[src/hdl/clm_pkg.sv]
// types, codes and helpers shared by the locality monitor modules
package clm_pkg;

    localparam int OP_W      = 3;
    localparam int VAR_W     = 12;
    localparam int LABEL_W   = 12;
    localparam int CFG_W     = 13;
    localparam int CFG_IDX_W = 2;
    localparam int OUT_W     = 32;

    // event opcodes
    localparam logic [OP_W-1:0] OP_LOAD   = 3'd0;
    localparam logic [OP_W-1:0] OP_DECIDE = 3'd1;
    localparam logic [OP_W-1:0] OP_PROP   = 3'd2;
    localparam logic [OP_W-1:0] OP_CLEAR  = 3'd3;
    localparam logic [OP_W-1:0] OP_READ   = 3'd4;

    // configuration register indexes
    localparam logic [CFG_IDX_W-1:0] CFG_NUM_VARS  = 2'd0;
    localparam logic [CFG_IDX_W-1:0] CFG_NUM_COMMS = 2'd1;

    typedef struct packed {
        logic [OP_W-1:0]    op;
        logic [VAR_W-1:0]   var_a;
        logic [VAR_W-1:0]   var_b;
        logic [LABEL_W-1:0] label;
    } evt_t;

    typedef struct packed {
        logic             ignored;
        logic [OUT_W-1:0] all_decisions;
        logic [OUT_W-1:0] same_decisions;
        logic [OUT_W-1:0] cross_decisions;
        logic [OUT_W-1:0] total_propagations;
        logic [OUT_W-1:0] same_propagations;
        logic [OUT_W-1:0] cross_propagations;
        logic [OUT_W-1:0] community_count;
    } res_t;

    // work classes decided by the front end
    typedef enum logic [2:0] {
        K_LOAD,
        K_DECIDE,
        K_PROP,
        K_CLEAR,
        K_READ,
        K_NOP,
        K_IGNORE
    } cmd_kind_t;

    typedef struct packed {
        cmd_kind_t          kind;
        logic [VAR_W-1:0]   var_a;
        logic [VAR_W-1:0]   var_b;
        logic [LABEL_W-1:0] label;
    } cmd_t;

    // effective variable and community limits, already clamped to the maxima
    typedef struct packed {
        logic [CFG_W-1:0] nv;
        logic [CFG_W-1:0] nc;
    } limits_t;

    typedef struct packed {
        logic sweeping;
    } back_status_t;

    typedef enum logic [2:0] {
        ST_SWEEP,
        ST_IDLE,
        ST_ISSUE,
        ST_LABEL_A,
        ST_LABEL_B,
        ST_HIST,
        ST_FINISH
    } back_state_t;

    function automatic logic in_range(input logic [VAR_W-1:0] v, input logic [CFG_W-1:0] lim);
        return {1'b0, v} < lim;
    endfunction

endpackage

[src/hdl/clm_front.sv]
// front end: accepts event words and classifies them into back-end commands
module clm_front #(
    parameter int MAX_VARS = 4096
) (
    input  logic                  evt_valid,
    output logic                  evt_ready,
    input  clm_pkg::evt_t         evt,
    input  clm_pkg::limits_t      lim,
    input  clm_pkg::back_status_t status,
    input  logic                  q_full,
    output logic                  push,
    output clm_pkg::cmd_t         push_cmd
);
    import clm_pkg::*;

    localparam int MV_W = $clog2(MAX_VARS + 1);

    logic load_ok;

    // loads check against the table size, not against the variable count
    assign load_ok = {{MV_W{1'b0}}, evt.var_a} < {{VAR_W{1'b0}}, MV_W'(MAX_VARS)};

    assign evt_ready = !q_full && !status.sweeping;
    assign push      = evt_valid && evt_ready;

    always_comb
    begin
        push_cmd.var_a = evt.var_a;
        push_cmd.var_b = evt.var_b;
        push_cmd.label = evt.label;
        unique case (evt.op)
            OP_LOAD:
            begin
                push_cmd.kind = load_ok ? K_LOAD : K_IGNORE;
            end
            OP_DECIDE:
            begin
                push_cmd.kind = in_range(evt.var_a, lim.nv) ? K_DECIDE : K_IGNORE;
            end
            OP_PROP:
            begin
                push_cmd.kind = (in_range(evt.var_a, lim.nv) && in_range(evt.var_b, lim.nv))
                                ? K_PROP : K_IGNORE;
            end
            OP_CLEAR:
            begin
                push_cmd.kind = K_CLEAR;
            end
            OP_READ:
            begin
                push_cmd.kind = in_range(evt.label, lim.nc) ? K_READ : K_NOP;
            end
            default:
            begin
                push_cmd.kind = K_NOP;
            end
        endcase
    end

endmodule

[config.mk]
export PLATFORM = sky130hd
export DESIGN_NAME = clm_front
export DESIGN_NICKNAME = d
export VERILOG_FILES = /design/src/hdl/clm_pkg.sv /design/src/hdl/clm_front.sv
export SDC_FILE = /design/constraint.sdc
export NUM_CORES = 1
export LEC_CHECK = 0
export ABC_CLOCK_PERIOD_IN_PS = 2000
export CAP_MARGIN = 15
export CORE_MARGIN = 4
export CORE_UTILIZATION = 25
export DETAILED_ROUTE_END_ITERATION = 10
export DONT_BUFFER_PORTS = 1
export GPL_TIMING_DRIVEN = 1
export MAX_ROUTING_LAYER = met4
export PLACE_DENSITY = 0.45
export SYNTH_ARGS = -nofsm -noshare
export SYNTH_HDL_FRONTEND = slang
export SYNTH_SLANG_ARGS = --single-unit
[constraint.sdc]
create_clock -name vclk -period 2
set_input_delay 0.1 -clock vclk [all_inputs]
set_output_delay 0.1 -clock vclk [all_outputs]
set_load 0.05 [all_outputs]
=== Yosys cells after proc, flatten, opt, wreduce, memory -nomap -nowiden ===
Cells that the tools add are included.

* Add/subtract/negate cells: 0
* Multiply operators: 0
* Div/mod/pow operators: 0
* Order comparisons: 3
* Eq/ne operators: 4
* Shift operators: 0
* Muxes and demuxes: 4
* Bitwise gates (word level): 0
* Reductions and logical operators: 6

{| class="wikitable"
|+ Operators with widths
! operator !! count
|-
| less-than comparator 12 x 13 -> 1 bit || 3
|-
| one-hot mux 3 bit (5 select lines) || 1
|-
| equality test 3 x 2 -> 1 bit, second input constant || 2
|-
| 2-to-1 mux 3 bit || 2
|-
| equality test 3 x 1 -> 1 bit, second input constant || 1
|-
| equality test 3 bit, second input constant || 1
|-
| logical AND 1 bit || 3
|-
| logical NOT 3 bit || 1
|-
| logical NOT 1 bit || 2
|-
| 2-to-1 mux 1 bit || 1
|}

* Register bits after elaboration: 0
* Bits in latches: 0
* Memory bits (writable): 0
* Memory bits (read-only): 0
* Output and inout bits: 41
* Memories kept: 0

=== Logic depth before layout (Yosys ltp) ===
Gate-level depths: netlist (run 1).

* Depth after elaboration: 4
* Mapped depth: 8

=== Worst setup path after synthesis (run 1) ===
Ideal clock, no wire load.

* Path type: in2out
* From: in lim[23] (netlist bit)
* To: out push_cmd[36] (netlist bit)
* Arrival time: 1.948 ns
* Data required time: 1.900 ns
* Slack: -0.048 ns
* Stages: 8
* Buffers on the path: 0
* Cell sequence: inv_1 -> ha_1 -> a21o_1 -> a21oi_1 -> o211a_1 -> a221o_1 -> o21ai_0 -> a21oi_1

{| class="wikitable"
|+ RTL lines
! what !! RTL line !! RTL
|-
| start, declared || clm_front.sv:8 || <nowiki>input clm_pkg::limits_t lim,</nowiki>
|-
| end, declared || clm_front.sv:12 || <nowiki>output clm_pkg::cmd_t push_cmd</nowiki>
|}

==> results of run 1 <==
[cell usage in the layout, fill, tap and decap left out]
cell	synthesis	layout
o21a_1	1	1
nand4_1	2	2
inv_1	24	24
a31oi_1	1	1
a21oi_1	10	8
nor2b_1	1	1
a2111oi_0	1	1
a21oi_2	0	2
buf_12	0	3
and4b_1	1	1
and2_1	1	1
and4_2	0	1
a211oi_1	1	1
nand2b_1	2	2
nand4b_1	1	1
o21ai_0	9	8
o211a_1	1	1
a31o_1	1	1
o2111ai_1	2	2
a21o_1	6	6
nor2_1	6	6
o21ai_1	0	1
a221o_1	1	1
nand2_1	2	2
o221ai_1	1	1
ha_1	33	33
nand3_1	1	1
buf_4	36	1
nor3b_1	1	1
o31ai_2	1	1
[repair_timing]
action / CTS / global route
gates resized for setup: 0 / 3
endpoints found under the setup margin: 0 / 1
endpoints found under the hold margin: 0 / 0
hold buffers: 0 / 0
[area by class of cell]
type,count,area [µm²]
tap,52,65.06
multi-input combinational,88,767.0
timing repair buffer,4,67.56
fill,475,3364
inverter,24,90.09
[per-layer routing]
layer / routed length [µm] / up-vias / GRT usage
li1: - / 417 / -
met1: 917 / 374 / 0.09286
met2: 1294 / 63 / 0.1779
met3: 272 / 4 / 0.01068
met4: 10 / 0 / 0.003953
met5: 0 / - / -
[how the worst max path moves through the flow]
stage	startpoint	endpoint	slack, ns
floorplan	lim[21]	push_cmd[38]	0.19
global placement	lim[21]	push_cmd[36]	0.16
detailed placement	lim[21]	push_cmd[38]	0.15
CTS	lim[21]	push_cmd[38]	0.14
global route	lim[23]	push_cmd[38]	0.01
finish	lim[21]	push_cmd[38]	0.15
[cell families (layout without fill, tap and decap cells)]
group	count (synthesis)	in the layout	synth area share
compound gates	36	36	0.2125
fa+ha+maj	33	33	0.3691
buf+inv	60	28	0.3222
simple gates	19	19	0.09620
[power breakdown]
part	internal (W)	total (W)	switching, W	leakage, nW
clock	0	0	0	0
sequential	0	0	0	0
combinational	0.0000922	0.000199	0.000107	0.555
total	0.0000922	0.000199	0.000107	0.555
[metrics by stage]
stage	power [W]	instances	area, µm²
2_1_floorplan	0.0003376	148	1122
3_3_place_gp	0.0001925	168	984.7
3_5_place_dp	0.0002009	168	984.7
4_1_cts	0.0002016	168	984.7
5_1_grt	0.0002337	168	989.7
6_report	0.0001993	168	989.7
[synth_stat cells]
| master | count | area share |
|---|---|---|
| and2_1 | 1 | 0.0056 |
| nor2b_1 | 1 | 0.0056 |
| a2111oi_0 | 1 | 0.0078 |
| a211oi_1 | 1 | 0.0067 |
| nand2b_1 | 2 | 0.011 |
| nand4b_1 | 1 | 0.0078 |
| o21a_1 | 1 | 0.0067 |
| nand3_1 | 1 | 0.0045 |
| a31oi_1 | 1 | 0.0056 |
| a21oi_1 | 10 | 0.045 |
| ha_1 | 33 | 0.37 |
| a31o_1 | 1 | 0.0078 |
| o211a_1 | 1 | 0.0089 |
| o2111ai_1 | 2 | 0.016 |
| nor2_1 | 6 | 0.020 |
| buf_4 | 36 | 0.24 |
| inv_1 | 24 | 0.081 |
| nand2_1 | 2 | 0.0067 |
| o31ai_2 | 1 | 0.011 |
| o21ai_0 | 9 | 0.040 |
| and4b_1 | 1 | 0.0089 |
| and4_1 | 1 | 0.0078 |
| a221o_1 | 1 | 0.0089 |
| o221ai_1 | 1 | 0.0078 |
| nor3b_1 | 1 | 0.0067 |
| a21o_1 | 6 | 0.040 |
| nand4_1 | 2 | 0.011 |
==> flow_summary.toml, run 1 <==
[final_layout]
seq_area_um2 = 0
seq_cell_count = 0
clock_buffer_count = 0
utilization = 0.2273
final_nets = 219
drive_gt1_frac = 0.06897
areaGrowthSynthToFinish_pct = -11.52
antenna_cells = 0

[floorplanning]
core_um2 = 4354
io_pins = 109
initial_core_util = 0.2569
rows = 24
dieArea_um2 = 5609
dieWidth_um = 74.89
die_h_um = 74.89

[placement]
detailedPlace.worstSlack_ns = 0.1530
gp_congestion = 0.6803
portBuffers = 0
dp_hpwl_um = 2411

[hold_path]
min_path_cells = 0
hold-path-endpoint = "push_cmd[20]"
holdCritStartpoint = "evt[20]"
hold_class = "primary input to primary output"

[clock_network]
post_cts_buffers = 0

[grt]
grt_overflow = 0
grt_max_degree = 6
grt_usage = 0.08763
grt_first_pass_wirelength_um = 3946
antenna_found_initial = 0
grt_pass1_vias = 949

[critical_path]
worst-path-stages = 8
crit_fanout = 4
cp.arrival_ns = 1.75
critPathMaxStageDelay_ns = 0.40
cp.required_ns = 1.90
crit_buf_inv = 2
crit_path_end_kind = "primary output"
path_delay_family = "compound AO/OA/AOI/OAI gates"
path_class = "primary input to primary output"
startpoint_type = "primary input"
cpMaxStageDelayCell = "a221o_1"
crit_path_cell_trace = "inv_1 > ha_1 > and4_2 > o2111ai_1 > a221o_1 > o31ai_2 > a31o_1 > buf_12"

[timing]
rsz0062_at_grt = "no"
hold_violations = 0
worst_pin_slew_ns = 0.4707
fin_tns_setup_ns = 0
slew_headroom = 0.6781
fin_ws_ns = 0.1546
min_period_over_period = 0.9227
setup_viol = 0
hold_ws_ns = 0.2000
period_minus_slack_ns = 1.845
drv_slew = 0
fmax_mhz = 541.9

[drt]
vias_per_cell = 5.107
vias = 858
detail_route.iter0.violations = 7
drc = 0
final_antenna_net_count = 0
totalWireLength_um = 2495
firstDrtPassIters = 4
routedWlPerCell_um = 14.85

[yosys]
synth_cell_types = 27
synth_area_per_cell_um2 = 7.558
yosysSeqAreaShare = 0
ys.warnings.count = 0
syn-num-nets = 249
syn_inst = 148
syn_area_um2 = 1119

[pwr]
power_density_nw_per_um2 = 201.4
leakagePower_nw = 0.5547
max-vdd-ir-drop_v = 0.00004951

[run]
cap_violations = 0

[status]
outcome = "finished clean"
(Power assumes the default switching activity.)
==> run 2, diff against run 1 <==
CAP_MARGIN = default   (was 15)
MAX_ROUTING_LAYER = default   (was met4)
==> flow_summary.toml, run 2 (synthesis results as in run 1) <==
[status]
outcome = "finished clean"

[final_layout]
seq_cell_count = 0
final_cell_mix = "ha_1 (33), inv_1 (24), a21oi_1 (8), o21ai_0 (8)"
antenna_cells = 0
final_nets = 219
num-fill-cells = 475
clock_buffer_count = 0
stdcell_count = 168
seq_area_um2 = 0
final_common_cell = "ha_1"
areaGrowthSynthToFinish_pct = -11.52
drive_gt1_frac = 0.06897

[pwr]
pwr-share-clk = 0
p_int_w = 0.00009216
p_switching_w = 0.0001070
power.share.sequential = 0
power_w = 0.0001991
combinationalPowerShare = 1.000
swShare = 0.5372
power_density_nw_per_um2 = 201.2
max-vdd-ir-drop_v = 0.00004951
leakagePower_nw = 0.5547

[timing]
hold_violations = 0
min_period_over_period = 0.9237
fin_tns_setup_ns = 0
worst_pin_slew_ns = 0.4707
fmax_mhz = 541.3
drv_slew = 0
setup_viol = 0
period_minus_slack_ns = 1.847
rsz0062_at_grt = "no"
slew_headroom = 0.6781

[drt]
firstDrtPassIters = 4
vias = 856
routedWlPerCell_um = 14.85
final_antenna_net_count = 0
totalWireLength_um = 2495
detail_route.iter0.violations = 6
drc = 0
vias_per_cell = 5.095

[critical_path]
crit_path_cell_trace = "inv_1 > ha_1 > and4_2 > o2111ai_1 > a221o_1 > o31ai_2 > a31o_1 > buf_12"
cpMaxStageDelayCell = "a221o_1"
cp.arrival_ns = 1.75
critPathMaxStageDelay_ns = 0.40
crit_path_end_kind = "primary output"
startpoint_type = "primary input"
cp.required_ns = 1.90
path_class = "primary input to primary output"
crit_fanout = 4

[floorplanning]
die_h_um = 74.89
dieArea_um2 = 5609
initial_core_util = 0.2569
rows = 24
dieWidth_um = 74.89
core_um2 = 4354
io_pins = 109

[placement]
gp_congestion = 0.6736
portBuffers = 0
dp.cells = 168
dp_hpwl_um = 2411

[grt]
grt_overflow = 0
grt_pass1_vias = 949
antenna_found_initial = 0
grt_first_pass_wirelength_um = 3946
grt_usage = 0.08504
grt_max_degree = 6

[hold_path]
hold_class = "primary input to primary output"

[run]
cap_violations = 0

[clock_network]
cts_hold_buf = 0
[run 2: cell counts in the layout (fill, tap and decap cells not counted)]
Identical to the previous run, type by type.
[run 2: layout make-up]
cell class	instances	area (µm²)	area share
Multi-Input combinational cell	88	767.0	0.7750
Inverter	24	90.09	0.09102
Timing Repair Buffer	4	67.56	0.06827
Tap cell	52	65.06	0.06574
[run 2: worst paths after layout]
kind,from,to,slack (ns),depth (start not counted)
worst max-delay path,lim[21],push_cmd[38],0.15,8
worst min-delay path,evt[20],push_cmd[20],0.20,0
[run 2: worst max-delay path: cells and delay by family]
kind | cells | cell delay (ns)
and+or+nand+nor | 1 | 0.27
AOI/OAI and AO/OA | 4 | 0.91
adders and majority gates | 1 | 0.28
buffers and inverters | 2 | 0.18
[run 2: layer usage]
layer  vias to the layer above  global-route usage  wire [µm]
met3                         4             0.01869        304
li1                        417                   -          -
met5                         -                   0          0
met4                         0            0.003953         10
met1                       370             0.08810        889
met2                        65              0.1779       1291
[run 2: through the flow]
stage | setup slack (ns) | area [µm²] | hold slack, ns | util
floorplan | 0.1856 | 1122 | 0.3671 | -
global placement | 0.1585 | 984.7 | 0.2004 | 0.2261
detailed placement | 0.1530 | 984.7 | 0.2004 | 0.2261
CTS | 0.1419 | 984.7 | 0.2004 | 0.2261
global route | 0.01189 | 989.7 | 0.2001 | 0.2273
finish | 0.1527 | 989.7 | 0.2000 | 0.2273
[run 2: power by group through the flow]
| stage | logic (W) | clock network [W] | registers [W] |
|---|---|---|---|
| floorplan | 0.000338 | 0 | 0 |
| global placement | 0.000192 | 0 | 0 |
| detailed placement | 0.000201 | 0 | 0 |
| CTS | 0.000202 | 0 | 0 |
| global route | 0.000234 | 0 | 0 |
| finish | 0.000199 | 0 | 0 |
[run 2: what timing repair did]
item / in CTS / in global routing
resized for setup: 0 / 3
buffers inserted: 0 / 0
setup endpoints to repair: 0 / 1
==> run 3, diff against run 2 <==
CELL_PAD_IN_SITES_DETAIL_PLACEMENT = 1   (was default)
CELL_PAD_IN_SITES_GLOBAL_PLACEMENT = 2   (was default)
CORE_UTILIZATION = 32   (was 25)
PLACE_DENSITY = 0.92   (was 0.45)
==> flow_summary.toml, run 3 (synthesis results as in run 1) <==
[clock_network]
post_cts_resized = 0
cts_hold_buf = 0
post_cts_buffers = 0

[critical_path]
cp.required_ns = 1.90
critPathMaxStageDelay_ns = 0.28
crit_path_end_kind = "primary output"
crit_path_cell_trace = "inv_1 > ha_1 > and4_1 > a21oi_1 > o211a_1 > a221o_1 > o2111ai_1 > a31o_1 > buf_12"
cp.arrival_ns = 1.76
crit_buf_inv = 2
cpMaxStageDelayCell = "ha_1"
path_delay_family = "compound AO/OA/AOI/OAI gates"
startpoint_type = "primary input"
crit_fanout = 4
path_class = "primary input to primary output"

[final_layout]
num-fill-cells = 440
clock_buffer_count = 0
seq_area_um2 = 0
seq_cell_count = 0
final_nets = 219
final_cell_mix = "ha_1 (33), inv_1 (24), o21ai_0 (8), a21oi_1 (8)"
drive_gt1_frac = 0.06034
areaGrowthSynthToFinish_pct = -12.19
multi_input_area_um2 = 767.0
antenna_cells = 0
final_common_cell = "ha_1"

[timing]
setup_viol = 0
fmax_mhz = 537.3
drv_slew = 0
fin_tns_setup_ns = 0
rsz0062_at_grt = "no"
worst_pin_slew_ns = 0.4930
min_period_over_period = 0.9307
slew_headroom = 0.6736
period_minus_slack_ns = 1.861
hold_violations = 0

[placement]
portBuffers = 0
dp_hpwl_um = 2684
gp_congestion = 0.6694

[pwr]
max-vdd-ir-drop_v = 0.00006161
power_w = 0.0002061
power_density_nw_per_um2 = 209.8
leakagePower_nw = 0.5546

[drt]
vias = 881
detail_route.iter0.violations = 9
routedWlPerCell_um = 17.04
firstDrtPassIters = 2
final_antenna_net_count = 0
totalWireLength_um = 2761
drc = 0
vias_per_cell = 5.438

[grt]
grt_usage = 0.1190
grt_overflow = 0
grt_max_degree = 6
antenna_found_initial = 0
grt_first_pass_wirelength_um = 4188
grt_pass1_vias = 984

[status]
outcome = "finished clean"

[floorplanning]
dieArea_um2 = 4506
initial_core_util = 0.3326
dieWidth_um = 67.13
rows = 21
io_pins = 109
core_um2 = 3363
die_h_um = 67.13

[hold_path]
hold_class = "primary input to primary output"

[run]
cap_violations = 0
run 3: cell counts in the layout (fill, tap and decap cells not counted):
Identical to the previous run, type by type.
run 3: power by group:
group	internal, W	switching, W
Clock	0	0
Combinational	0.0000942	0.000112
Sequential	0	0
run 3: cell type report:
class,count,area share
timing repair buffer,4,0.06879
inverter,24,0.09172
multi-input combinational,88,0.7809
tap,46,0.05860
run 3: stage by stage:
step	util	std cells	cell area (µm²)	setup WS (ns)	hold slack (ns)
after floorplan	-	148	1122	0.1856	0.3671
after CTS	0.2906	162	977.2	0.09287	0.2004
after global placement	0.2906	162	977.2	0.1520	0.2004
final	0.2920	162	982.2	0.1387	0.2000
after global routing	0.2920	162	982.2	0.01524	0.2000
after detailed placement	0.2906	162	977.2	0.07880	0.2004
run 3: final timing paths:
check	from	end	slack [ns]	cells after the start
max	lim[21]	push_cmd[38]	0.14	9
min	evt[7]	push_cmd[7]	0.20	0
run 3: per-layer routing:
| metal | track usage | share of wire |
|---|---|---|
| met1 | 0.09821 | 0.31 |
| met3 | 0.03035 | 0.11 |
| met2 | 0.2712 | 0.57 |
| met5 | 0 | 0 |
| met4 | 0.01519 | 0.014 |
