==> src/hdl/clm_pkg.sv <==
// types, codes and helpers shared by the locality monitor modules
package clm_pkg;

    localparam int OP_W      = 3;
    localparam int VAR_W     = 12;
    localparam int LABEL_W   = 12;
    localparam int CFG_W     = 13;
    localparam int CFG_IDX_W = 2;
    localparam int OUT_W     = 32;

    // event opcodes
    localparam logic [OP_W-1:0] OP_LOAD   = 3'd0;
    localparam logic [OP_W-1:0] OP_DECIDE = 3'd1;
    localparam logic [OP_W-1:0] OP_PROP   = 3'd2;
    localparam logic [OP_W-1:0] OP_CLEAR  = 3'd3;
    localparam logic [OP_W-1:0] OP_READ   = 3'd4;

    // configuration register indexes
    localparam logic [CFG_IDX_W-1:0] CFG_NUM_VARS  = 2'd0;
    localparam logic [CFG_IDX_W-1:0] CFG_NUM_COMMS = 2'd1;

    typedef struct packed {
        logic [OP_W-1:0]    op;
        logic [VAR_W-1:0]   var_a;
        logic [VAR_W-1:0]   var_b;
        logic [LABEL_W-1:0] label;
    } evt_t;

    typedef struct packed {
        logic             ignored;
        logic [OUT_W-1:0] all_decisions;
        logic [OUT_W-1:0] same_decisions;
        logic [OUT_W-1:0] cross_decisions;
        logic [OUT_W-1:0] total_propagations;
        logic [OUT_W-1:0] same_propagations;
        logic [OUT_W-1:0] cross_propagations;
        logic [OUT_W-1:0] community_count;
    } res_t;

    // work classes decided by the front end
    typedef enum logic [2:0] {
        K_LOAD,
        K_DECIDE,
        K_PROP,
        K_CLEAR,
        K_READ,
        K_NOP,
        K_IGNORE
    } cmd_kind_t;

    typedef struct packed {
        cmd_kind_t          kind;
        logic [VAR_W-1:0]   var_a;
        logic [VAR_W-1:0]   var_b;
        logic [LABEL_W-1:0] label;
    } cmd_t;

    // effective variable and community limits, already clamped to the maxima
    typedef struct packed {
        logic [CFG_W-1:0] nv;
        logic [CFG_W-1:0] nc;
    } limits_t;

    typedef struct packed {
        logic sweeping;
    } back_status_t;

    typedef enum logic [2:0] {
        ST_SWEEP,
        ST_IDLE,
        ST_ISSUE,
        ST_LABEL_A,
        ST_LABEL_B,
        ST_HIST,
        ST_FINISH
    } back_state_t;

    function automatic logic in_range(input logic [VAR_W-1:0] v, input logic [CFG_W-1:0] lim);
        return {1'b0, v} < lim;
    endfunction

endpackage

==> src/hdl/clm_queue.sv <==
// two-entry command queue between front end and back end
module clm_queue (
    input  logic          clk,
    input  logic          rst_n,
    input  logic          push,
    input  clm_pkg::cmd_t push_cmd,
    input  logic          pop,
    output logic          full,
    output logic          not_empty,
    output clm_pkg::cmd_t head
);
    import clm_pkg::*;

    localparam int DEPTH = 2;
    localparam int PTR_W = $clog2(DEPTH);
    localparam int CNT_W = $clog2(DEPTH + 1);

    cmd_t             entry_reg [DEPTH];
    logic [PTR_W-1:0] wr_ptr_reg, wr_ptr_next;
    logic [PTR_W-1:0] rd_ptr_reg, rd_ptr_next;
    logic [CNT_W-1:0] count_reg, count_next;

    always_ff @(posedge clk)
    begin
        if (push)
        begin
            entry_reg[wr_ptr_reg] <= push_cmd;
        end
    end

    always_comb
    begin
        wr_ptr_next = push ? wr_ptr_reg + PTR_W'(1) : wr_ptr_reg;
        rd_ptr_next = pop ? rd_ptr_reg + PTR_W'(1) : rd_ptr_reg;
        count_next  = count_reg;
        if (push && !pop)
        begin
            count_next = count_reg + CNT_W'(1);
        end
        else if (pop && !push)
        begin
            count_next = count_reg - CNT_W'(1);
        end
    end

    always_ff @(posedge clk or negedge rst_n)
    begin
        if (!rst_n)
        begin
            wr_ptr_reg <= '0;
            rd_ptr_reg <= '0;
            count_reg  <= '0;
        end
        else
        begin
            wr_ptr_reg <= wr_ptr_next;
            rd_ptr_reg <= rd_ptr_next;
            count_reg  <= count_next;
        end
    end

    assign full      = (count_reg == CNT_W'(DEPTH));
    assign not_empty = (count_reg != '0);
    assign head      = entry_reg[rd_ptr_reg];

endmodule

==> config.mk <==
export PLATFORM = sky130hd
export DESIGN_NAME = clm_queue
export DESIGN_NICKNAME = d
export VERILOG_FILES = /design/src/hdl/clm_pkg.sv /design/src/hdl/clm_queue.sv
export SDC_FILE = /design/constraint.sdc
export NUM_CORES = 1
export LEC_CHECK = 0
export BUFFER_PORTS_ARGS = -buffer_cell sky130_fd_sc_hd__buf_4
export CAP_MARGIN = 10
export CORE_UTILIZATION = 30
export DETAILED_ROUTE_END_ITERATION = 10
export GPL_ROUTABILITY_DRIVEN = 0
export REMOVE_ABC_BUFFERS = 1
export SYNTH_ARGS = -nofsm -noshare
export SYNTH_HDL_FRONTEND = slang
export SYNTH_SLANG_ARGS = --single-unit
==> constraint.sdc <==
create_clock -name clk -period 7.5 [get_ports clk]
set_input_delay 0.75 -clock clk [delete_from_list [all_inputs] [get_ports clk]]
set_output_delay 0.75 -clock clk [all_outputs]
set_load 0.02 [all_outputs]
* After elaboration in Yosys (flattened, before gate mapping)
Memory sizes are Yosys's and may differ from the RTL's.
Index checks and enable logic that the tools add are counted.
** Operators by class
- Add/subtract/negate cells :: 4
- Eq/ne operators :: 1
- Multiplexer cells :: 4
- Reduce and logical (&&, ||, !) cells :: 6
** Operator list (number)
- $mux W2 :: 2
- $reduce_bool A2 Y1 :: 2
- $add A1 B1 Y1 const B :: 2
- $add A2 B1 Y2 const B :: 1
- $eq A2 B2 Y1 const B :: 1
- $logic_and A1 B1 Y1 :: 2
- $logic_not A1 Y1 :: 2
- $mux W1 :: 2
- $sub A2 B1 Y2 const B :: 1
** Word-level totals
- Bits in registers :: 4
- Memory bits (writable) :: 78
- Input port bits :: 43
- Logic and storage cells :: 19
- Memories :: 1
** Memories
- entry_reg :: depth 2, width 39, read ports 1, clocked after memory_dff 0, write ports 1, line clm_queue.sv:18 : cmd_t entry_reg [DEPTH];

* Logic depth before layout (Yosys ltp)
Gate-level depths: netlist of run 1.
- Depth in word-level cells :: 4
- Depth in mapped cells :: 5
- Depth with buffers taken out :: 5

* Worst setup path before layout of run 1
OpenSTA, ideal clock, no wires.
- Kind :: input port to flip-flop
- Start point :: in push
- End point :: mem entry_reg[0][0] in the netlist's numbering (enable)
- Data arrival time :: 2.497 ns
- Required time :: 7.060 ns
- Slack :: 4.563 ns
- Stages on the path :: 1
- Cells stage by stage :: nor2b_1
** On the way
- Longest elaborated chain between the ends :: 2
** Ends and longest elaborated chain
- from (decl) :: line clm_queue.sv:5 : input logic push,
- $mux W1 :: line clm_queue.sv:25 : if (push)
- $mux W1 (not written as such) :: line clm_queue.sv:27 : entry_reg[wr_ptr_reg] <= push_cmd;
- to (decl) :: line clm_queue.sv:18
Every way passes these cells.

==> reports/metrics.cfg, run 1 <==
[cts]
clock_sinks=82
cts_setup_buffers=0
clk_latency_ns=0.34
post_cts_resize_count=0
holdBufCountCts=0
root_buffer=clkbuf_8
numCtsBuffers=9
cts_tree=built
clockBufferDepth=2
htreeDepth=3
path_clk_slew_ns=0.08

[global_routing]
first_global_vias=1522
grt_use_total_pct=10.3
overflow=0
grt_max_degree=41
antenna_found_initial=0
grt_pass1_wl_um=7610

[placement]
dp_slack_ns=5.11
dp.cells=349
hpwl_um=2960
placed_cell_area_mm2=0.00377
portBuffers=83

[synth]
yosysWarnings=0
seq_area_frac_synth_pct=81.0
syn_area_mm2=0.00302
yosys.cell_types.count=12
synth_area_leaders=edfxtp_1 (78%), mux2_2 (15%), dfrtp_1 (3.3%)
ys_ff_latch=82
synth_area_per_cell_um2=22.0
synth_top_area_share_pct=77.7
syn_inst=137
synth_top_cell_by_area=edfxtp_1

[power]
vdd_drop_max_mv=0.182
power.density_mw_per_mm2=374
leakage_nw=1.49
finalPower_mw=1.49

[timing]
finalCritPeriodShare_pct=35.9
min_period_ns=2.70
worst_slack_ns=4.80
fmax_mhz=371
drv_slew=0
clock_skew_ns=0.00348
relSlewSlack_pct=33.0
hold_viol=0
rsz0062_at_grt=no
tightest_slew_ns=1.00
holdWs_ns=0.182
setup_viol=0
tns_ns=0

[final_layout]
final_cell_mix=buf_4 (83), edfxtp_1 (78), mux2_2 (39), clkbuf_8 (9)
fin_util_pct=40.9
fin_cells=366
postLayoutCellArea_mm2=0.00400
fillers=897
layout_commonest_cell=buf_4
num_antenna_cells=0
largest_reg_flops=78
area_growth_pct=32.7
seqCellArea_mm2=0.00244
multi_input_area_um2=533
drive_gt1_share_pct=59.2
nets=272

[setup_path]
crit_arrival_ns=1.95
worstSetupPathType=reg -> out
end_kind=output port
critPathMaxFanout=40
cp.required_ns=6.75
startpoint_type=register

[route]
wire_per_inst_um=13.7
dr.pass1.iters=3
via_per_inst=4.16
vias=1524
wirelength_um=5000
initialDrtViolationCount=30
antenna_left=0
drc_errors=0

[outcome]
status=completed

[floorplanning]
rows=36
dieArea_mm2=0.0105
coreArea_mm2=0.00977
die_h_um=102
die_x_um=102
start_util_pct=30.8
ioPinCount=84

[job]
drv_cap=0

[min_path]
hp-class=in -> async

-- routing by layer --
metal	global-route usage [%]	part of all wire, %
met1	12.0	43
met2	15.9	48
met3	2.87	5.6
met4	8.24	3.0
met5	0	0
-- critical path: stages, from the launching register on --
cell     delay [ns]
dfrtp_2        0.99
mux2_2         0.43
buf_4          0.16
-- worst paths after layout --
kind	from	slack [ns]	cells after the start	to
max	rd_ptr_reg	4.80	2	head[7]
min	rst_n	0.18	1	count_reg[1]
max reg2reg	wr_ptr_reg	5.83	1	entry_reg[1][31]
min reg2reg	count_reg[1]	0.48	1	count_reg[1]
max in group asynchronous	rst_n	7.21	1	rd_ptr_reg
min in group clk	count_reg[1]	0.48	1	count_reg[1]
-- area by class of cell --
type                    count  share of cell area (%)
flip-flops and latches     82                    61.1
repair buffers             84                    16.3
multi-input cells          50                    13.3
well taps                 133                    4.16
clock buffers              13                    3.47
clock inverters             3                    1.60
inverters                   1                  0.0938
-- logic make-up after synthesis --
kind of cell / synth area share [%]
multiplexers: 14.6
flip-flops: 81.0
XOR/XNOR: 1.45
AND/OR/NAND/NOR: 0.954
buffers and inverters: 1.62
adder cells (fa/ha/maj): 0.415
-- synth_stat cells --
cell      count
and2_1        1
or2_2         1
ha_1          1
dfrtp_1       4
xnor2_1       1
nor2_1        1
edfxtp_1     78
mux2_2       39
buf_6         4
nor2b_1       2
xor2_1        4
inv_1         1
-- where the power goes --
part | total, mW | internal, mW | switching [mW]
registers | 0.676 | 0.609 | 0.0666
logic | 0.484 | 0.244 | 0.240
clock network | 0.336 | 0.187 | 0.148
total | 1.49 | 1.04 | 0.455
No activity file was read; power rests on OpenSTA's default activity.
==> run 2, diff against run 1 <==
--- a/config.mk
+++ b/config.mk
@@ -5,6 +5,7 @@
 export SDC_FILE = /design/constraint.sdc
 export NUM_CORES = 1
 export LEC_CHECK = 0
+export ABC_AREA = 1
 export BUFFER_PORTS_ARGS = -buffer_cell sky130_fd_sc_hd__buf_4
 export CAP_MARGIN = 10
 export CORE_UTILIZATION = 30
==> constraint.sdc (replaced) <==
create_clock -name clk -period 2.2 [get_ports clk]
set_input_delay 0.22 -clock clk [delete_from_list [all_inputs] [get_ports clk]]
set_output_delay 0.22 -clock clk [all_outputs]
set_load 0.02 [all_outputs]
==> reports/metrics.cfg, run 2 <==
[cts]
post_cts_resize_count=0  ; unchanged
cts_setup_buffers=0  ; unchanged
numCtsBuffers=9  ; unchanged
clockBufferDepth=2  ; unchanged
root_buffer=clkbuf_8
clock_sinks=82  ; unchanged
htreeDepth=3  ; unchanged
path_clk_slew_ns=0.08  ; about the same
cts_tree=built
clk_latency_ns=0.34  ; about the same
holdBufCountCts=1  ; +1

[synth]
synth_top_cell_by_area=edfxtp_1
yosysMostFrequentCell=edfxtp_1
synth_edf_count=78  ; unchanged
ys_ff_latch=82  ; unchanged
synth_top_area_share_pct=77.2  ; -0.45 points
synth_area_per_cell_um2=20.8  ; -5.6%
yosys.cell_types.count=12  ; unchanged
yosysWarnings=0  ; unchanged
synth_commonest_cells=edfxtp_1 (78), mux2_2 (39), inv_1 (7)
seq_area_frac_synth_pct=80.5  ; -0.47 points
syn_inst=146  ; +6.6%
synthMuxAreaShare_pct=14.5  ; -0.084 points
synth_adder_area_share_pct=0.413  ; -0.0024 points
syn_area_mm2=0.00303  ; +0.58%
synth_area_leaders=edfxtp_1 (77%), mux2_2 (14%), dfrtp_1 (3.3%)
synth_simple_gate_area_share_pct=1.36  ; +0.41 points
synth_top_family_by_area=multiplexers
synth-main-ff-cell=edfxtp_1
synth-compound-area-share_pct=0  ; unchanged
synthXorXnorAreaFrac_pct=0.866  ; -0.59 points
async_reset_ff_share_pct=4.88  ; unchanged

[floorplanning]
die_h_um=103  ; +0.28%
coreArea_mm2=0.00977  ; unchanged
ioPinCount=84  ; unchanged
die_x_um=103  ; +0.28%
start_util_pct=31.0  ; +0.18 points
dieArea_mm2=0.0105  ; +0.57%
rows=36  ; unchanged

[timing]
hold_viol=0  ; unchanged
worst_slack_ns=0.181  ; -4.62 ns
holdWs_ns=0.0611  ; -0.121 ns
clock_skew_ns=0.00478  ; +0.00131 ns
relSlewSlack_pct=67.0  ; +34 points
drv_slew=0  ; unchanged
finalCritPeriodShare_pct=91.8
min_period_ns=2.02
setup_viol=0  ; unchanged
tightest_slew_ns=0.495  ; -0.510 ns
fmax_mhz=495
rsz0062_at_grt=no

[final_layout]
drive_gt1_share_pct=57.9  ; -1.3 points
layout_commonest_cell=buf_4
largest_reg_flops=78  ; unchanged
nets=286  ; +5.1%
final_cell_mix=buf_4 (87), edfxtp_1 (78), mux2_2 (39), clkbuf_8 (9)
num_antenna_cells=0  ; unchanged
area_growth_pct=32.2
fillers=876  ; -2.3%

[power]
vdd_drop_max_mv=0.487  ; +170%
power.density_mw_per_mm2=1220  ; +230%
leakage_nw=1.51  ; +1.5%

[route]
met2_length_um=2710  ; +13%
via_per_inst=4.15  ; -0.27%
drc_errors=0  ; unchanged
dr.pass1.iters=4  ; +1
top_layer_used=met4
met3_length_um=269  ; -4.3%
vias=1578  ; +3.5%
initialDrtViolationCount=36  ; +20%
wirelength_um=5280  ; +5.5%
met1Wirelength_um=2210  ; +2.1%
antenna_left=0  ; unchanged
wire_per_inst_um=13.9  ; +1.6%

[setup_path]
cp.required_ns=1.98  ; -4.77 ns
worstSetupPathType=reg -> out
startpoint_type=register
critPathMaxFanout=22  ; -45%
end_kind=output port
crit_arrival_ns=1.80  ; -0.15 ns

[global_routing]
grt_use_total_pct=10.7  ; +0.39 points
first_global_vias=1636  ; +7.5%
grt_pass1_wl_um=7960  ; +4.5%
grt_max_degree=23  ; -44%
antenna_found_initial=0  ; unchanged
overflow=0  ; unchanged

[placement]
dp_slack_ns=0.511  ; -4.60 ns
portBuffers=83  ; unchanged
hpwl_um=3540  ; +20%

[outcome]
status=completed

[job]
drv_cap=0  ; unchanged

[min_path]
hp-class=in -> reg

-- run 2: logic make-up after synthesis --
family | Yosys count
xor+xnor | 3
mux | 39
buf+inv | 11
fa+ha+maj | 1
simple gates | 10
flops | 82
-- run 2: cell type report --
type                    instances  area [um^2]  area share [%]
inverters                       7         26.3           0.655
clock inverters                 5         31.3           0.780
flip-flops and latches         82         2440            61.0
clock buffers                  11          131            3.28
multi-input cells              53          527            13.1
repair buffers                 89          683            17.0
well taps                     133          166            4.15
-- run 2: path summary, 6_finish.rpt --
path | end | startpoint | slack [ns] | cells past startpoint
setup / recovery | head[20] | rd_ptr_reg | 0.18 | 3
hold / removal | entry_reg[1][6] | push_cmd[6] | 0.06 | 1
setup reg to reg | entry_reg[0][16] | wr_ptr_reg | 0.69 | 2
hold reg to reg | count_reg[1] | count_reg[1] | 0.48 | 2
max in group asynchronous | rd_ptr_reg | rst_n | 1.88 | 2
min in group asynchronous | count_reg[1] | rst_n | 0.21 | 2
-- run 2: critical path, cell delays in order, from the launching register on --
cell	delay, ns
dfrtp_2	0.68
buf_12	0.24
mux2_2	0.36
buf_4	0.16
-- run 2: layer usage --
metal	track usage (%)	up-vias
li1	-	744
met1	11.9	773
met2	18.3	51
met3	3.59	10
met4	5.27	0
met5	0	-
-- run 2: metrics by stage --
stage               instance area (um^2)  std cells  setup TNS, ns  power, mW  util, %
floorplan                           2990        142         -11.32       3.27        -
global placement                    3840        363              0       4.07     39.2
detailed placement                  3840        363              0       4.08     39.2
CTS                                 4010        380              0       5.01     41.0
global route                        4010        380              0       5.20     41.0
finish                              4010        380              0       4.91     41.0
-- run 2: power by group --
| group | total [mW] | switching, mW | internal, mW |
|---|---|---|---|
| Combinational | 1.77 | 0.920 | 0.853 |
| Clock | 0.906 | 0.501 | 0.405 |
| Sequential | 2.23 | 0.156 | 2.07 |
==> run 3, diff against run 2 <==
==> constraint.sdc (replaced) <==
create_clock -name clk -period 2.2 [get_ports clk]
set_input_delay 0.22 -clock clk [delete_from_list [all_inputs] [get_ports clk]]
set_output_delay 0.22 -clock clk [all_outputs]
set_load 0.005 [all_outputs]
==> reports/metrics.cfg, run 3 (synthesis results as in run 2) <==
[route]
vias=1578  ; unchanged
via_per_inst=4.17  ; +0.53%
antenna_left=0  ; unchanged
drc_errors=0  ; unchanged
wirelength_um=5290  ; +0.32%
wire_per_inst_um=14.0  ; +0.85%
initialDrtViolationCount=22  ; -39%
dr.pass1.iters=3  ; -1

[global_routing]
grt_use_total_pct=10.8  ; +0.13 points
first_global_vias=1666  ; +1.8%
grt_pass1_wl_um=8020  ; +0.87%
grt_max_degree=23  ; unchanged
antenna_found_initial=0  ; unchanged
overflow=0  ; unchanged

[setup_path]
cp.required_ns=1.98  ; about the same
critPathMaxStageDelay_ns=0.69  ; about the same
worstSetupPathType=reg -> out
rrSetupSlack_ns=0.67  ; -0.02 ns
cp.buffers_inverters=2  ; unchanged
critPathMaxFanout=22  ; unchanged
ff2ff_path_depth=2  ; unchanged
crit_arrival_ns=1.78  ; -0.02 ns
startpoint_type=register
slowest_stage=dfrtp_2
path_depth=3  ; unchanged
critPathTopFamily=flip-flops
path_cells=buf_12 > mux2_2 > buf_4
end_kind=output port

[timing]
fmax_mhz=499  ; +0.72%
tns_ns=0  ; unchanged
holdWs_ns=0.0557  ; -0.00541 ns
min_period_ns=2.00  ; -0.0145 ns
setup_viol=0  ; unchanged
rsz0062_at_grt=no
hold_viol=0  ; unchanged
drv_slew=0  ; unchanged
finalCritPeriodShare_pct=91.1  ; -0.66 points
tightest_slew_ns=0.492  ; -0.00247 ns
relSlewSlack_pct=67.2  ; +0.16 points
clock_skew_ns=0.00718  ; +0.00240 ns

[power]
leakage_nw=1.57  ; +3.5%
finalPower_mw=4.98  ; +1.4%
power.density_mw_per_mm2=1210  ; -0.86%
vdd_drop_max_mv=0.440  ; -9.5%

[final_layout]
fillers=908  ; +3.7%
seqCellArea_mm2=0.00244  ; unchanged
layout_commonest_cell=buf_4
num_antenna_cells=0  ; unchanged
drive_gt1_share_pct=58.8  ; +0.88 points
fin_util_pct=41.9  ; +0.92 points
nets=286  ; unchanged
multi_input_area_um2=527  ; unchanged
final_cell_mix=buf_4 (87), edfxtp_1 (78), mux2_2 (39), clkbuf_8 (9)
largest_reg_flops=78  ; unchanged
area_growth_pct=35.1
fin_cells=378  ; -0.53%

[min_path]
hp-class=in -> reg
whs_path_depth=1  ; unchanged

[placement]
hpwl_um=3520  ; -0.65%
portBuffers=83  ; unchanged
dp.cells=363  ; unchanged

[floorplanning]
ioPinCount=84  ; unchanged
rows=36  ; unchanged
start_util_pct=31.0  ; unchanged
dieArea_mm2=0.0105  ; unchanged
coreArea_mm2=0.00977  ; unchanged
die_h_um=103  ; unchanged
die_x_um=103  ; unchanged

[job]
drv_cap=0  ; unchanged

[cts]
clk_latency_ns=0.34  ; about the same
cts_setup_buffers=0  ; unchanged
clockBufferDepth=2  ; unchanged
path_clk_slew_ns=0.08  ; about the same
numCtsBuffers=9  ; unchanged
htreeDepth=3  ; unchanged
clock_sinks=82  ; unchanged
root_buffer=clkbuf_8
cts_tree=built

[outcome]
status=completed

[run 3: layout make-up]
class / count / share of cell area, %
flip-flops and latches: 82 / 59.6
repair buffers: 89 / 16.7
multi-input cells: 53 / 12.9
well taps: 133 / 4.06
clock inverters: 5 / 3.14
clock buffers: 9 / 3.02
inverters: 7 / 0.641
[run 3: power breakdown]
group	switching (mW)	total [mW]	internal, mW
clock	0.506	1.36	0.858
combinational	0.552	1.38	0.830
sequential	0.156	2.23	2.07
[run 3: what timing repair did]
item,in CTS,in global routing
resized for setup,0,0
endpoints found under the setup margin,0,0
endpoints found under the hold margin,4,0
hold buffers,1,0
[run 3: path summary, 6_finish.rpt]
path	from	endpoint
worst max-delay path	rd_ptr_reg	head[17]
worst min-delay path	push_cmd[23]	entry_reg[0][23]
worst max register to register	wr_ptr_reg	entry_reg[0][18]
worst min register to register	count_reg[1]	count_reg[1]
max in group asynchronous	rst_n	rd_ptr_reg
min in group asynchronous	rst_n	count_reg[0]
[run 3: per-stage QoR]
step	setup slack, ns	area (um^2)
2_1_floorplan	-0.290	2990
3_3_place_gp	0.533	3840
3_5_place_dp	0.519	3840
4_1_cts	0.126	4100
5_1_grt	0.0801	4100
6_report	0.196	4100
[run 3: per-layer routing]
metal | vias up | global-route usage [%] | wire length [um]
li1 | 746 | - | -
met1 | 774 | 12.2 | 2160
met2 | 52 | 17.9 | 2740
met3 | 6 | 4.47 | 345
met4 | 0 | 4.62 | 44
met5 | - | 0 | 0
[run 3: worst reg2reg max path, stage by stage, from the launching register on]
cell and delay [ns]:
dfrtp_1 0.43, nor2_4 0.43, buf_4 0.35
